### src/sv/ssil_pkg.sv
// Shared types and constants for the sorted index lookup block.
package ssil_pkg;

  localparam int KIND_W   = 2;
  localparam int POS_W    = 12;
  localparam int REC_W    = 32;
  localparam int COUNT_W  = 13;
  localparam int STRIDE_W = 17;
  localparam int SLOT_W   = 12;
  localparam int OFFSET_W = 28;
  localparam int CFG_IDX_W = 2;
  localparam int CFG_DATA_W = 17;

  localparam logic [KIND_W-1:0] KIND_LOAD        = 2'd0;
  localparam logic [KIND_W-1:0] KIND_LOOKUP_CODE = 2'd1;
  localparam logic [KIND_W-1:0] KIND_LOOKUP_VEC  = 2'd2;

  localparam logic [CFG_IDX_W-1:0] CFG_ENTRY_COUNT  = 2'd0;
  localparam logic [CFG_IDX_W-1:0] CFG_PAYLOAD_KIND = 2'd1;
  localparam logic [CFG_IDX_W-1:0] CFG_STRIDE       = 2'd2;

  localparam logic PAYLOAD_CODE = 1'b0;
  localparam logic PAYLOAD_VEC  = 1'b1;

  typedef struct packed {
    logic load_wr;
    logic start;
    logic step;
    logic set_hit;
    logic clr_res;
    logic mul;
    logic out_load;
  } ssil_cmd_t;

  typedef struct packed {
    logic kind_ok;
    logic active;
    logic match;
  } ssil_sts_t;

endpackage

### src/sv/ssil_ctrl.sv
// Controller state machine for the sorted index lookup block.
module ssil_ctrl
  import ssil_pkg::*;
  (
    input  logic              clk,
    input  logic              rst_n,
    input  logic              in_tvalid,
    output logic              in_tready,
    input  logic [KIND_W-1:0] in_kind,
    output logic              out_tvalid,
    input  logic              out_tready,
    input  ssil_sts_t         sts,
    output ssil_cmd_t         cmd
  );

  typedef enum logic [1:0] {
    S_IDLE,
    S_SEARCH,
    S_MUL,
    S_DONE
  } state_t;

  state_t state_r, state_nxt;
  logic   out_tvalid_r, out_tvalid_nxt;
  logic   in_acc;

  assign in_tready = (state_r == S_IDLE);
  assign in_acc    = in_tvalid && in_tready;
  assign out_tvalid = out_tvalid_r;

  always_comb begin
    state_nxt = state_r;
    cmd = '0;
    unique case (state_r)
      S_IDLE: begin
        if (in_acc) begin
          if (in_kind == KIND_LOAD) begin
            cmd.load_wr = 1'b1;
            cmd.clr_res = 1'b1;
            state_nxt   = S_DONE;
          end else if (sts.kind_ok) begin
            cmd.start = 1'b1;
            state_nxt = S_SEARCH;
          end else begin
            cmd.clr_res = 1'b1;
            state_nxt   = S_DONE;
          end
        end
      end
      S_SEARCH: begin
        if (!sts.active) begin
          cmd.clr_res = 1'b1;
          state_nxt   = S_DONE;
        end else if (sts.match) begin
          cmd.set_hit = 1'b1;
          state_nxt   = S_MUL;
        end else begin
          cmd.step = 1'b1;
        end
      end
      S_MUL: begin
        cmd.mul   = 1'b1;
        state_nxt = S_DONE;
      end
      S_DONE: begin
        if (!out_tvalid_r || out_tready) begin
          cmd.out_load = 1'b1;
          state_nxt    = S_IDLE;
        end
      end
      default: state_nxt = S_IDLE;
    endcase
  end

  always_comb begin
    if (cmd.out_load) begin
      out_tvalid_nxt = 1'b1;
    end else if (out_tready) begin
      out_tvalid_nxt = 1'b0;
    end else begin
      out_tvalid_nxt = out_tvalid_r;
    end
  end

  always_ff @(posedge clk) begin
    if (!rst_n) begin
      state_r      <= S_IDLE;
      out_tvalid_r <= 1'b0;
    end else begin
      state_r      <= state_nxt;
      out_tvalid_r <= out_tvalid_nxt;
    end
  end

endmodule

### config.mk
export PLATFORM = sky130hd
export DESIGN_NAME = ssil_ctrl
export DESIGN_NICKNAME = d
export VERILOG_FILES = /design/src/sv/ssil_pkg.sv /design/src/sv/ssil_ctrl.sv
export SDC_FILE = /design/constraint.sdc
export NUM_CORES = 1
export LEC_CHECK = 0
export ABC_CLOCK_PERIOD_IN_PS = 1650
export BUFFER_PORTS_ARGS = -buffer_cell sky130_fd_sc_hd__buf_2
export CORE_AREA = 3 3 40 42
export DETAILED_ROUTE_END_ITERATION = 10
export DIE_AREA = 0 0 43 45
export PLACE_DENSITY_LB_ADDON = 0.12
export SYNTH_ARGS = -nofsm -noshare
export SYNTH_HDL_FRONTEND = slang
export SYNTH_SLANG_ARGS = --single-unit
### constraint.sdc
create_clock -name clk -period 1.65 [get_ports clk]
set_input_delay 0.2475 -clock clk [delete_from_list [all_inputs] [get_ports clk]]
set_output_delay 0.2475 -clock clk [all_outputs]
set_load 0.01 [all_outputs]
==> out/qor.txt, run 1 <==
Core footprint = 0.001285 mm^2
Grt ovf = 0
Wire per inst = 9.786 um
Die Y = 45 um
Post-synthesis area per instance = 8.544 um^2
Switch share = 0.4080
Pre-Repair DR Iteration Count = 2
Fmax = 0.6674 GHz
Synthesis-to-finish area growth = 41.84%
Setup Crit Path Kind = reg2out
Final hold violations = 0
Antenna-violating nets left = 0
Worst setup SP type = flop
Root buf cell = clkbuf_4
Post-layout nets = 70
Clock group share of total power = 0.234
Final period utilization = 0.9081
I/O Pins = 18
Power Density = 1319 mW/mm^2
Share of cells above drive strength 1 = 0.4545
Clock-pin transition on the worst setup and hold timing paths = 0.04 ns
Initial Util = 0.2327
Fin util = 0.3301
Leakage = 0.2313 nW
Global-route wire length before repair = 1.097 mm
Mapped Cells = 35
Max-slew headroom = 0.8481
DRC Markers = 0
Synth Register Bits = 3
Setup Viol. Count Final = 0
CTS H-tree lvls = 1
Final HPWL from detailed placement = 566 um
CP Capture Type = output pin
Flop pwr share = 0.226
Fin. max-slew vios = 0
Post-Syn Nets = 49
Switching power = 0.2283 mW
DR iter-0 viols = 3
IR drop worst, VDD = 357.3 uV
Die Width = 43 um
Initial antenna violation count = 0
IO Port Bufs = 17
Largest net degree at the start of global routing = 7
Post-Route WL = 685 um
Bufs on Longest Clock Path = 2
Comb pwr share = 0.540
Worst Tran Pin Value = 0.2278 ns
Max-cap viol count = 0
Post-synthesis cell type count = 19
Later-pin clock latency in the skew report = 0.24 ns
Internal = 0.3312 mW
Vias in the first global route = 278
Sequential fraction of the synthesis area = 0.2008
Worst min path class = in2reg
Setup repair after global routing missed its margin = no
Clk_skew = 0.006718 ns
Setup TNS = 0 ns
Routability congestion estimate = 0.6610
Synth Cell Area = 299.0 um^2
CTS Buf Count = 3
TritonCTS clock tree = yes
WP data arrival = 1.25 ns
CP max FO = 5
Total Routing Usage GR = 0.07654
Num rows = 13
Status = finished, final reports clean
Worst hold path depth = 2
Worst Reg-to-Reg Cells = 5
DR vias/cell = 4.314
Ant diodes = 0
CP required = 1.40 ns
Clock Sinks = 3
DR vias = 302
Yosys warnings = 0
Setup repair bufs after CTS = 0
Total die area = 0.001935 mm^2
Tmin final = 1.498 ns
per-layer routing:
layer | routed length, um | track usage | up-vias
li1 | - | - | 159
met1 | 295 | 0.09135 | 131
met2 | 310 | 0.1078 | 12
met3 | 79 | 0.02390 | 0
met4 | 0 | 0.07229 | 0
met5 | 0 | 0 | -
synth_stat cells:
master    count  area, um^2
a21o_1        1       7.510
and3_1        1       6.260
and3_2        1       7.510
and3b_1       1       8.760
buf_4         1       7.510
dfxtp_1       3       60.06
ha_1          5       62.56
inv_1         4       15.01
mux2i_1       2       20.02
nand2_1       4       15.01
nand3b_1      1       7.510
nor2_1        1       3.750
nor2b_1       3       18.77
nor3_1        1       5.000
o21a_1        2       15.01
o21ai_0       1       5.000
o221ai_2      1       15.01
o22ai_1       1       6.260
o31ai_2       1       12.51
sequential cells by signal, indices dropped and copies added (netlist names):
name and flops:
state_r 2, out_tvalid 1
through the flow:
stage          power [mW]  instances  setup WS (ns)  area, um^2  hold WS, ns
3_5_place_dp       0.4308         66         0.3309       395.4       0.5225
3_3_place_gp       0.4396         66         0.3133       395.4       0.5031
6_report           0.5594         70         0.1516       424.2       0.3040
5_1_grt            0.6186         70        0.01245       424.2       0.3080
2_1_floorplan      0.3436         35         0.3839       299.0       0.3651
4_1_cts            0.5668         70        0.07220       421.7       0.2954
power groups by stage:
stage | logic [mW] | registers (mW) | clock network, mW
after floorplan | 0.222 | 0.122 | 0
after global placement | 0.313 | 0.127 | 0
after detailed placement | 0.304 | 0.127 | 0
after CTS | 0.305 | 0.126 | 0.136
after global routing | 0.339 | 0.134 | 0.145
final | 0.302 | 0.127 | 0.131
placed cells by master, fill, tap and decap left out:
master    count
buf_2        17
nand2_1       4
ha_1          4
nor2b_1       3
inv_1         3
clkbuf_4      3
dfxtp_1       3
o21a_1        2
mux2i_1       2
inv_2         1
and3_2        1
o22ai_1       1
and3_1        1
nor2_1        1
nor3_1        1
o21ai_0       1
a21o_1        1
nand3b_1      1
o221ai_2      1
and3b_1       1
o31ai_2       1
ha_2          1
clkbuf_1      1
final timing paths:
| check | start | to | slack (ns) |
|---|---|---|---|
| setup reg to reg | state_r[1]$_SDFFE_PN0P_ | state_r[0]$_SDFFE_PN0P_ | 0.36 |
| setup / recovery | state_r[1]$_SDFFE_PN0P_ | cmd[3] | 0.15 |
| hold / removal | rst_n | out_tvalid$_SDFFE_PN0P_ | 0.30 |
| hold reg to reg | state_r[1]$_SDFFE_PN0P_ | state_r[1]$_SDFFE_PN0P_ | 0.52 |
cell families after synthesis:
| kind of cell | after synthesis | share of synthesized area |
|---|---|---|
| buffers and inverters | 5 | 0.07531 |
| DFF | 3 | 0.2008 |
| and+or+nand+nor | 13 | 0.2427 |
| AOI/OAI and AO/OA | 7 | 0.2050 |
| muxes | 2 | 0.06695 |
| adders and majority gates | 5 | 0.2092 |
layout make-up:
cell class | instances | area [um^2]
Sequential cell | 3 | 60.06
Inverter | 4 | 15.01
Fill cell | 157 | 860.8
Clock buffer | 4 | 26.28
Tap cell | 15 | 18.77
Timing Repair Buffer | 17 | 85.08
Multi-Input combinational cell | 27 | 219.0
worst max-delay path, cell delays in order, from the launching register on:
cell	delay [ns]
dfxtp_1	0.38
inv_1	0.10
ha_1	0.22
and3_2	0.18
buf_2	0.13
timing repair:
action	CTS	global route
resized for setup	0	2
setup endpoints to repair	0	2
hold buffers	0	0
Power figures use the tool's default switching activity.
==> run 2: changes to the inputs <==
ABC_AREA = 1   (was default)
==> out/qor.txt, run 2 <==
DRC Markers = 0 (unchanged)
Synth Cell Area = 319.1 um^2 (+6.7%)
Setup TNS = 0 ns (unchanged)
M2 GR Usage = 0.1078 (unchanged)
Final period utilization = 0.9175 (+0.009320)
Biggest register = state_r
Bufs on Longest Clock Path = 2 (unchanged)
Pre-Repair DR Iteration Count = 4 (+2)
Worst min path class = in2reg
Mapped Cells = 47 (+34%)
Later-pin clock latency in the skew report = 0.22 ns (-0.02 ns)
Root buf cell = clkbuf_4
FFs w/ async S/R, synth = 0 (unchanged)
CTS Buf Count = 3 (unchanged)
Main combinational cell family by area after synthesis = simple AND/OR/NAND/NOR gates
GR peak layer = met2
Max-cap viol count = 0 (unchanged)
Post-synthesis mux area share = 0 (-0.06695)
Post-Syn Nets = 61 (+24%)
Status = finished, final reports clean
Initial Util = 0.2483 (+0.01558)
IR drop worst, VDD = 605.6 uV (+69%)
Clock-pin transition on the worst setup and hold timing paths = 0.03 ns (about the same)
Grt ovf = 0 (unchanged)
Initial antenna violation count = 0 (unchanged)
Synthesis-to-finish area growth = 40.00%
Post-Synth Adder-Cell Area = 0.1961 (-0.01313)
Finished Cell Area = 446.7 um^2 (+5.3%)
Largest net degree at the start of global routing = 6 (-1)
Synth Register Bits = 3 (unchanged)
EDFF count, synth = 0 (unchanged)
Share of cells above drive strength 1 = 0.4328 (-0.02171)
M3 GR Usage = 0.03586 (+0.01195)
Most frequent cells in the layout = buf_2, nand2_1, inv_1
Vias in the first global route = 281 (+1.1%)
Ant diodes = 0 (unchanged)
Post-Route WL = 624 um (-8.9%)
Post-layout nets = 82 (+17%)
Crit-path max cell delay = 0.32 ns (-0.06 ns)
DR vias = 319 (+5.6%)
Largest area contributor in the netlist = ha_1
Wire per inst = 7.610 um (-22%)
CTS H-tree lvls = 1 (unchanged)
Max-slew headroom = 0.8862 (+0.03802)
Share of the synthesized area in the top cell type = 0.1961 (-0.01313)
CP max FO = 4 (-1)
Fin. max-slew vios = 0 (unchanged)
Leakage = 0.2610 nW (+13%)
Post-synthesis area per instance = 6.788 um^2 (-21%)
Worst Path Buf+Inv = 3 (+1)
Die Y = 45 um (unchanged)
IO Port Bufs = 17 (unchanged)
Crit-path cells = inv_1, ha_2, inv_1, nor3_1, buf_2
Fmax = 0.6606 GHz (-1.0%)
Crit-path leading delay family = buffers and inverters
Simple-gate area share of the yosys netlist = 0.3922 (+0.1495)
Setup Crit Path Kind = reg2out
Total Routing Usage GR = 0.07564 (-0.0008949)
Routability congestion estimate = 0.7242 (+9.6%)
Power Density = 1468 mW/mm^2 (+11%)
Worst setup SP type = flop
Die Width = 43 um (unchanged)
Clock Sinks = 3 (unchanged)
Worst hold margin = 0.2706 ns (-0.03334 ns)
CP Capture Type = output pin
Setup repair bufs after CTS = 0 (unchanged)
Final HPWL from detailed placement = 565.5 um (about the same)
Tmin final = 1.514 ns (+0.01538 ns)
DR iter-0 viols = 5 (+2)
Critical Path Most Common Cell = inv_1
Setup repair after global routing missed its margin = no
CP required = 1.40 ns (about the same)
Xor/xnor cell area share of the yosys netlist = 0 (unchanged)
Yosys warnings = 0 (unchanged)
Most frequent cells after synthesis = nand2_1, inv_1, ha_1, nor2_1
Final hold violations = 0 (unchanged)
Antenna-violating nets left = 0 (unchanged)
Num rows = 13 (unchanged)
Critical path's slowest cell = dfxtp_1
I/O Pins = 18 (unchanged)
Worst Tran Pin Value = 0.1705 ns (-0.05727 ns)
WP data arrival = 1.27 ns (+0.02 ns)
Setup Viol. Count Final = 0 (unchanged)
Synth area leaders = ha_1, dfxtp_1, nand2_1
Global-route wire length before repair = 1.110 mm (+1.2%)
Clk_skew = 0.00006059 ns (-0.006657 ns)
Most common cell after layout, fill and taps aside = buf_2
Synth Area in Compound Gates = 0.08235 (-0.1227)
DR vias/cell = 3.890 (-9.8%)
TritonCTS clock tree = yes
Largest register FFs = 2 (unchanged)
Total die area = 0.001935 mm^2 (unchanged)
Post-synthesis cell type count = 16 (-3)
Ys flop type = dfxtp_1
Sequential fraction of the synthesis area = 0.1882 (-0.01260)
Count leader, synth = nand2_1
Placed inst area = 415.4 um^2 (+5.1%)
M1 GR Usage = 0.09592 (+0.004577)
Core footprint = 0.001285 mm^2 (unchanged)
## run 2: changes by cell type after synthesis, moves of 2 or more
cell	delta
inv_1	+5
nand3_2	+2
nor2b_1	-3
o21a_1	-2
nand2_1	+6
nor2_1	+4
nand3_1	+3
mux2i_1	-2
## run 2: worst paths after layout
kind                                start                 endpoint  slack (ns)  depth (start not counted)
setup reg to reg  state_r[0]$_SDFFE_PN0P_  state_r[1]$_SDFFE_PN0P_        0.52                          6
setup / recovery  state_r[1]$_SDFFE_PN0P_                   cmd[3]        0.14                          5
hold reg to reg   out_tvalid$_SDFFE_PN0P_  out_tvalid$_SDFFE_PN0P_        0.50                          2
hold / removal                      rst_n  state_r[0]$_SDFFE_PN0P_        0.27                          3
## run 2: through the flow
stage	setup slack (ns)	total power, mW	util	instances
floorplan	0.3372	0.4291	-	47
global placement	0.2935	0.5450	0.3233	78
detailed placement	0.3208	0.5321	0.3233	78
CTS	0.07268	0.6606	0.3437	82
global route	0.0003537	0.7540	0.3476	82
finish	0.1362	0.6559	0.3476	82
## run 2: where the power goes
part | total (mW) | internal [mW] | switching (mW)
Combinational | 0.401 | 0.171 | 0.230
Sequential | 0.133 | 0.101 | 0.0312
Clock | 0.122 | 0.0902 | 0.0319
## run 2: worst min-delay path, cell delays in order
cell     delay, ns
buf_2         0.11
nand2_1       0.06
nor2_1        0.03
## run 2: per-layer routing
layer  vias to the layer above  share of wire
li1                        184              -
met1                       127           0.50
met2                         8           0.46
met3                         0          0.048
met4                         0              0
met5                         -              0
## run 2: kinds of logic (layout without fill, tap and decap cells)
| family | after synthesis | count (layout) |
|---|---|---|
| AOI/OAI and AO/OA | 4 | 4 |
| adders and majority gates | 5 | 5 |
| buffers and inverters | 11 | 31 |
| DFF | 3 | 3 |
| and+or+nand+nor | 24 | 24 |
## run 2: what timing repair did
item                       4_1_cts  5_1_grt
setup endpoints to repair        0        3
hold buffers                     0        0
gates resized for setup          0        3
hold endpoints to repair         0        0
## run 2: final cells by class
type	count	area (um^2)
Tap cell	15	18.77
Sequential cell	3	60.06
Fill cell	141	838.3
Timing Repair Buffer	17	85.08
Clock buffer	4	26.28
Inverter	10	37.54
Multi-Input combinational cell	33	219.0
==> run 3: changes to the inputs <==
REMOVE_ABC_BUFFERS = 1   (was default)
==> out/qor.txt, run 3 (synthesis gave the netlist of run 2 again) <==
Status = finished, final reports clean
Finished Cell Area = 444.2 um^2 (-0.56%)
Placed Cells = 78 (unchanged)
Share of cells above drive strength 1 = 0.4328 (unchanged)
Leakage = 0.2618 nW (+0.33%)
Fin. max-slew vios = 0 (unchanged)
Total die area = 0.001935 mm^2 (unchanged)
Worst min path class = in2reg
DR vias/cell = 3.890 (unchanged)
Ant diodes = 0 (unchanged)
Core footprint = 0.001285 mm^2 (unchanged)
Pre-CTS worst setup slack = 0.3199 ns (-0.0009770 ns)
Largest net degree at the start of global routing = 6 (unchanged)
Total Routing Usage GR = 0.07321 (-0.002433)
Routability congestion estimate = 0.7163 (-1.1%)
DR vias = 319 (unchanged)
CP max FO = 5 (+1)
Max-slew headroom = 0.8846 (-0.001513)
Crit path from = state_r[0]$_SDFFE_PN0P_
Clk_skew = 0.002777 ns (+0.002717 ns)
Capture point of the worst reg-to-reg path = state_r[1]$_SDFFE_PN0P_
Global-route wire length before repair = 1.048 mm (-5.6%)
Flop pwr share = 0.203 (about the same)
IR drop worst, VDD = 532.1 uV (-12%)
Switching power = 0.3030 mW (+3.3%)
CTS H-tree lvls = 1 (unchanged)
Power Density = 1490 mW/mm^2 (+1.5%)
Num rows = 13 (unchanged)
I/O Pins = 18 (unchanged)
Most frequent cells in the layout = buf_2, nand2_1, inv_1
Clock group share of total power = 0.192 (+0.006)
Worst Tran Pin Value = 0.1728 ns (+0.002267 ns)
Largest register FFs = 2 (unchanged)
TritonCTS clock tree = yes
Finished Layout Cells = 82 (unchanged)
Worst setup SP type = flop
Tmin final = 1.511 ns (-0.002806 ns)
PnR worst setup slack = 0.1390 ns (+0.002806 ns)
Later-pin clock latency in the skew report = 0.23 ns (about the same)
Initial Util = 0.2483 (unchanged)
Wire per inst = 7.963 um (+4.6%)
Worst Reg-to-Reg Cells = 6 (unchanged)
Comb pwr share = 0.605 (-0.007)
CP required = 1.40 ns (about the same)
Setup TNS = 0 ns (unchanged)
Fin util = 0.3457 (-0.001947)
Root buf cell = clkbuf_4
Bufs on Longest Clock Path = 2 (unchanged)
# hold bufs at CTS = 0 (unchanged)
Setup Viol. Count Final = 0 (unchanged)
Die Width = 43 um (unchanged)
Antenna-violating nets left = 0 (unchanged)
CP Capture Type = output pin
Clock-pin transition on the worst setup and hold timing paths = 0.04 ns (about the same)
Post-Route WL = 653 um (+4.6%)
Setup Crit Path Kind = reg2out
Setup repair after global routing missed its margin = no
IO Port Bufs = 17 (unchanged)
Reg2Reg Launch Point = state_r[0]$_SDFFE_PN0P_
CP endpoint = cmd[2]
Final period utilization = 0.9158 (-0.001701)
Final HPWL from detailed placement = 571.1 um (+0.99%)
Vias in the first global route = 291 (+3.6%)
Die Y = 45 um (unchanged)
Biggest register = state_r
Internal = 0.3590 mW (-0.96%)
CTS Buf Count = 3 (unchanged)
Post-layout nets = 82 (unchanged)
Pre-Repair DR Iteration Count = 3 (-1)
DRC Markers = 0 (unchanged)
Max-cap viol count = 0 (unchanged)
Final hold violations = 0 (unchanged)
Grt ovf = 0 (unchanged)
R2R Setup Slk = 0.47 ns (-0.05 ns)
Synthesis-to-finish area growth = 39.22%
Most common cell after layout, fill and taps aside = buf_2
DR iter-0 viols = 3 (-2)
Placed inst area = 415.4 um^2 (unchanged)
# fillers = 153 (+8.5%)
Initial antenna violation count = 0 (unchanged)
WP data arrival = 1.26 ns (about the same)
Fmax = 0.6618 GHz (+0.19%)
Switch share = 0.4578 (+0.01033)
Clock Sinks = 3 (unchanged)
## run 3: stage by stage
step | total power, mW | hold slack, ns
finish | 0.6620 | 0.2668
global route | 0.7303 | 0.2712
CTS | 0.6674 | 0.2582
detailed placement | 0.5324 | 0.4977
global placement | 0.5444 | 0.4998
floorplan | 0.4209 | 0.3679
## run 3: power by group through the flow
stage / Sequential, mW / Combinational, mW / Clock, mW
after floorplan: 0.128 / 0.293 / 0
after global placement: 0.131 / 0.413 / 0
after detailed placement: 0.131 / 0.402 / 0
after CTS: 0.129 / 0.404 / 0.134
after global routing: 0.141 / 0.454 / 0.135
final: 0.134 / 0.400 / 0.127
## run 3: worst min-delay path by stage
stage / from / slack [ns] / end / cells after the start
4_1_cts: rst_n / 0.26 / state_r[0]$_SDFFE_PN0P_ / 3
6_report: rst_n / 0.27 / state_r[0]$_SDFFE_PN0P_ / 3
3_3_place_gp: out_tvalid$_SDFFE_PN0P_ / 0.50 / out_tvalid$_SDFFE_PN0P_ / 2
3_5_place_dp: out_tvalid$_SDFFE_PN0P_ / 0.50 / out_tvalid$_SDFFE_PN0P_ / 2
5_1_grt: rst_n / 0.27 / state_r[1]$_SDFFE_PN0P_ / 3
2_1_floorplan: rst_n / 0.37 / state_r[0]$_SDFFE_PN0P_ / 2
## run 3: critical path, stage by stage, from the launching register on
cell and delay, ns:
dfxtp_1 0.39, inv_2 0.09, ha_1 0.25, nand3_1 0.10, o21ai_0 0.07, buf_2 0.14
## run 3: cell type report
class,count,area [um^2],area share
Tap cell,15,18.77,0.04225
Multi-Input combinational cell,33,216.5,0.4873
Timing Repair Buffer,17,85.08,0.1915
Inverter,10,37.54,0.08451
Sequential cell,3,60.06,0.1352
Clock buffer,4,26.28,0.05915
## run 3: what timing repair did
item                                    CTS  global route
endpoints found under the setup margin    0             3
gates resized for setup                   0             3
setup buffers                             0             0
## run 3: metal layers
| layer | vias to the layer above | share of wire | track usage |
|---|---|---|---|
| met5 | - | 0 | 0 |
| met4 | 0 | 0 | 0.07229 |
| met3 | 0 | 0.075 | 0.01594 |
| met2 | 8 | 0.46 | 0.1138 |
| met1 | 126 | 0.46 | 0.08173 |
| li1 | 185 | - | - |
